### src/hdl/sse_ram.sv
// sse_ram: generic single-write, single-read synchronous RAM with registered read data.
// No dependencies; used for both stores of the sparse set engine.
module sse_ram #(
    parameter int WIDTH = 8,
    parameter int DEPTH = 256
) (
    input  logic                     clk,
    input  logic                     we,
    input  logic [$clog2(DEPTH)-1:0] waddr,
    input  logic [WIDTH-1:0]         wdata,
    input  logic [$clog2(DEPTH)-1:0] raddr,
    output logic [WIDTH-1:0]         rdata
);

    logic [WIDTH-1:0] mem_reg [DEPTH];
    logic [WIDTH-1:0] rdata_reg;

    always_ff @(posedge clk)
    begin
        if (we)
        begin
            mem_reg[waddr] <= wdata;
        end
        rdata_reg <= mem_reg[raddr];
    end

    assign rdata = rdata_reg;

endmodule

### config.mk
export PLATFORM = sky130hd
export DESIGN_NAME = sse_ram
export DESIGN_NICKNAME = d
export VERILOG_FILES = /design/src/hdl/sse_ram.sv
export SDC_FILE = /design/constraint.sdc
export NUM_CORES = 2
export LEC_CHECK = 0
export ABC_AREA = 0
export BUFFER_PORTS_ARGS = -buffer_cell sky130_fd_sc_hd__buf_2
export CAP_MARGIN = 20
export CORE_ASPECT_RATIO = 0.8
export CORE_MARGIN = 3
export CORE_UTILIZATION = 45
export CTS_BUF_LIST = sky130_fd_sc_hd__clkbuf_4 sky130_fd_sc_hd__clkbuf_8
export CTS_CLUSTER_DIAMETER = 50
export DETAILED_ROUTE_END_ITERATION = 10
export SLEW_MARGIN = 20
export SYNTH_ARGS = -nofsm -noshare
export SYNTH_HDL_FRONTEND = slang
export SYNTH_SLANG_ARGS = --single-unit
### constraint.sdc
create_clock -name clk -period 1.9 [get_ports clk]
set_input_delay 0.095 -clock clk [delete_from_list [all_inputs] [get_ports clk]]
set_output_delay 0.095 -clock clk [all_outputs]
set_load 0.05 [all_outputs]
==> impl_metrics.ini <==
[logic_synthesis]
yosys_register_bits = 2056
synthCells = 3733
netlist-cell-type-count = 55
syn_area_per_cell_um2 = 21.3
yosys-top-cells-area = edfxtp_1 77%, mux4_2 13%, mux2i_1 1.7%
synth.yosys.seq_area_share_pct = 77.5
post-synth-top-count-cell = edfxtp_1
synth_nets = 3759
ys_top_cells_by_count = 2048 x edfxtp_1, 454 x mux4_2, 282 x nor2_1
yosysTopAreaCell = edfxtp_1
synth-edff-count = 2048
ys.warnings.count = 0
synth_top_area_share_pct = 77.3
synthesis.area_um2 = 79600
async_reset_ff_share_pct = 0
ys.flop_type = edfxtp_1

[critical_path]
critPathMaxFanout = 1
critPathArrivalTime_ps = 3250
start_kind = register
ff2ff_path_depth = 6
cp.required_ps = 2790
end_kind = register
critPathKind = reg2reg
r2r_slack_ps = -450

[routing]
via_per_inst = 5.77
firstDrtPassIters = 5
vias = 41800
post_drt_wl_per_cell_um = 28.6
routed_wl_mm = 207
ant_nets = 0
drc = 0
drt_iter0_drc = 5348

[timing]
hold_violations = 0
setup_slack_ps = -451
finalClockSkew_ps = 73.2
rsz0062_at_grt = yes
max_clock_freq_mhz = 425
slew-limit-headroom_pct = 54.6
slew_viol_final = 0
final-setup-viol-count = 9
finalCritPeriodShare_pct = 124
timing.setup.tns_ps = -2270
worst_pin_slew_ps = 681
min_period_ps = 2350

[cells_and_area]
syn_to_final_growth_pct = 19.3
final_cells = 7244
largest_reg_flops = 2048
fillCellCount = 13400
seq_area_um2 = 61700
utilization_pct = 54.2
multi_input_area_um2 = 16900
layout.nets = 4665
drive_gt1_share_pct = 37.4

[global_routing]
grt_pass1_vias = 42400
track_usage_pct = 23.0
grt_antenna_before_repair = 14
grt-ovfl-total = 0
grt_pass1_wl_mm = 300
grt_start_max_net_pins = 77

[run_status]
status = complete, but fails checks
failed_checks = setup timing

[job]
maxCapViolCount = 0

[placement]
dp_cells = 6652
pre_cts_slack_ps = -1500
io_buffers = 33
gp_congestion = 0.848
hpwl_mm = 136

[clock_tree]
clock_sinks = 2056
cts-htree-levels = 5
cts_tree = done
insertion_delay_ps = 1030
clockBufferDepth = 4
clock-root-buffer = clkbuf_8
cts_made_buffers = 324
clkTransAtPathRegs_ps = 70

[worst_hold_path]
whs_path_depth = 6
hp-class = in2reg

[power]
power_density_nw_per_um2 = 963
ir_worst_vdd_v = 0.000922
power_uw = 91400
p_leak_uw = 0.0310

[die]
fp.dieH_um = 382
die-area_um2 = 182000
fp-row-count = 137
fp.coreArea_um2 = 175000
io_pins = 34
fp.dieW_um = 476
start_util_pct = 45.5
-- metrics by stage --
| step | hold WS, ps | area, um^2 |
|---|---|---|
| final | 79.1 | 94900 |
| after global routing | 42.1 | 94900 |
| after floorplan | 194 | 79800 |
| after CTS | 1.94 | 94800 |
| after detailed placement | 522 | 88200 |
| after global placement | 518 | 88200 |
-- worst max-delay path, cell delays in order, from the launching register on --
cell and delay (ps):
edfxtp_1 360, mux4_2 530, mux4_2 520, nor2b_4 170, nor4_4 390, buf_4 210, nor4_2 40
-- cells in the final DEF, fill, tap and decap left out, types with 75 or more instances in the layout --
cell type,n
mux4_2,455
clkbuf_8,329
edfxtp_1,2048
clkinv_1,75
nor2_1,274
buf_4,677
mux2i_1,134
a22oi_1,127
buf_12,85
clkbuf_4,99
a21oi_1,91
-- power breakdown --
part | leakage [uW] | total (uW) | internal, uW | switching, uW
logic | 0.00938 | 5660 | 2300 | 3370
registers | 0.0185 | 50100 | 50000 | 93.2
clock network | 0.00319 | 35600 | 18700 | 16900
-- layout make-up --
type | instances | share of cell area (%)
tap | 2363 | 3.12
clock inverter | 132 | 0.764
inverter | 2 | 0.00791
clock buffer | 428 | 5.56
multi-input combinational | 1442 | 17.9
timing repair buffer | 813 | 7.67
sequential | 2056 | 65.0
antenna | 8 | 0.0211
-- cell families (layout without fill, tap and decap cells) --
family                 Yosys count  count (layout)  share of synthesized area [%]
and+or+nand+nor                466             466                           2.63
other                            0               8                              0
AOI/OAI and AO/OA              385             385                           3.42
buffers and inverters          235            1375                           1.83
DFF                           2056            2056                           77.5
muxes                          591             591                           14.6
-- worst paths after layout --
| check | end | start |
|---|---|---|
| setup / recovery | rdata[4] | mem_reg[67][4] |
| hold / removal | mem_reg[201][5] | waddr[3] |
| setup reg to reg | rdata[4] | mem_reg[67][4] |
| hold reg to reg | rdata[3] | mem_reg[41][3] |
-- metal layers --
metal	vias to the layer above	wire, um	GRT usage, %
li1	17600	-	-
met1	21800	87100	33.7
met2	2063	92900	33.2
met3	334	22100	6.91
met4	0	5400	7.12
met5	-	0	0
-- timing repair --
| action | CTS | global route |
|---|---|---|
| gates cloned | 0 | 0 |
| pin swaps | 25 | 13 |
| buffers inserted | 0 | 0 |
| gates resized for setup | 61 | 32 |
| hold buffers | 27 | 0 |
| endpoints found under the setup margin | 16 | 105 |
| endpoints found under the hold margin | 3654 | 0 |
No activity file was read; power rests on OpenSTA's default activity.
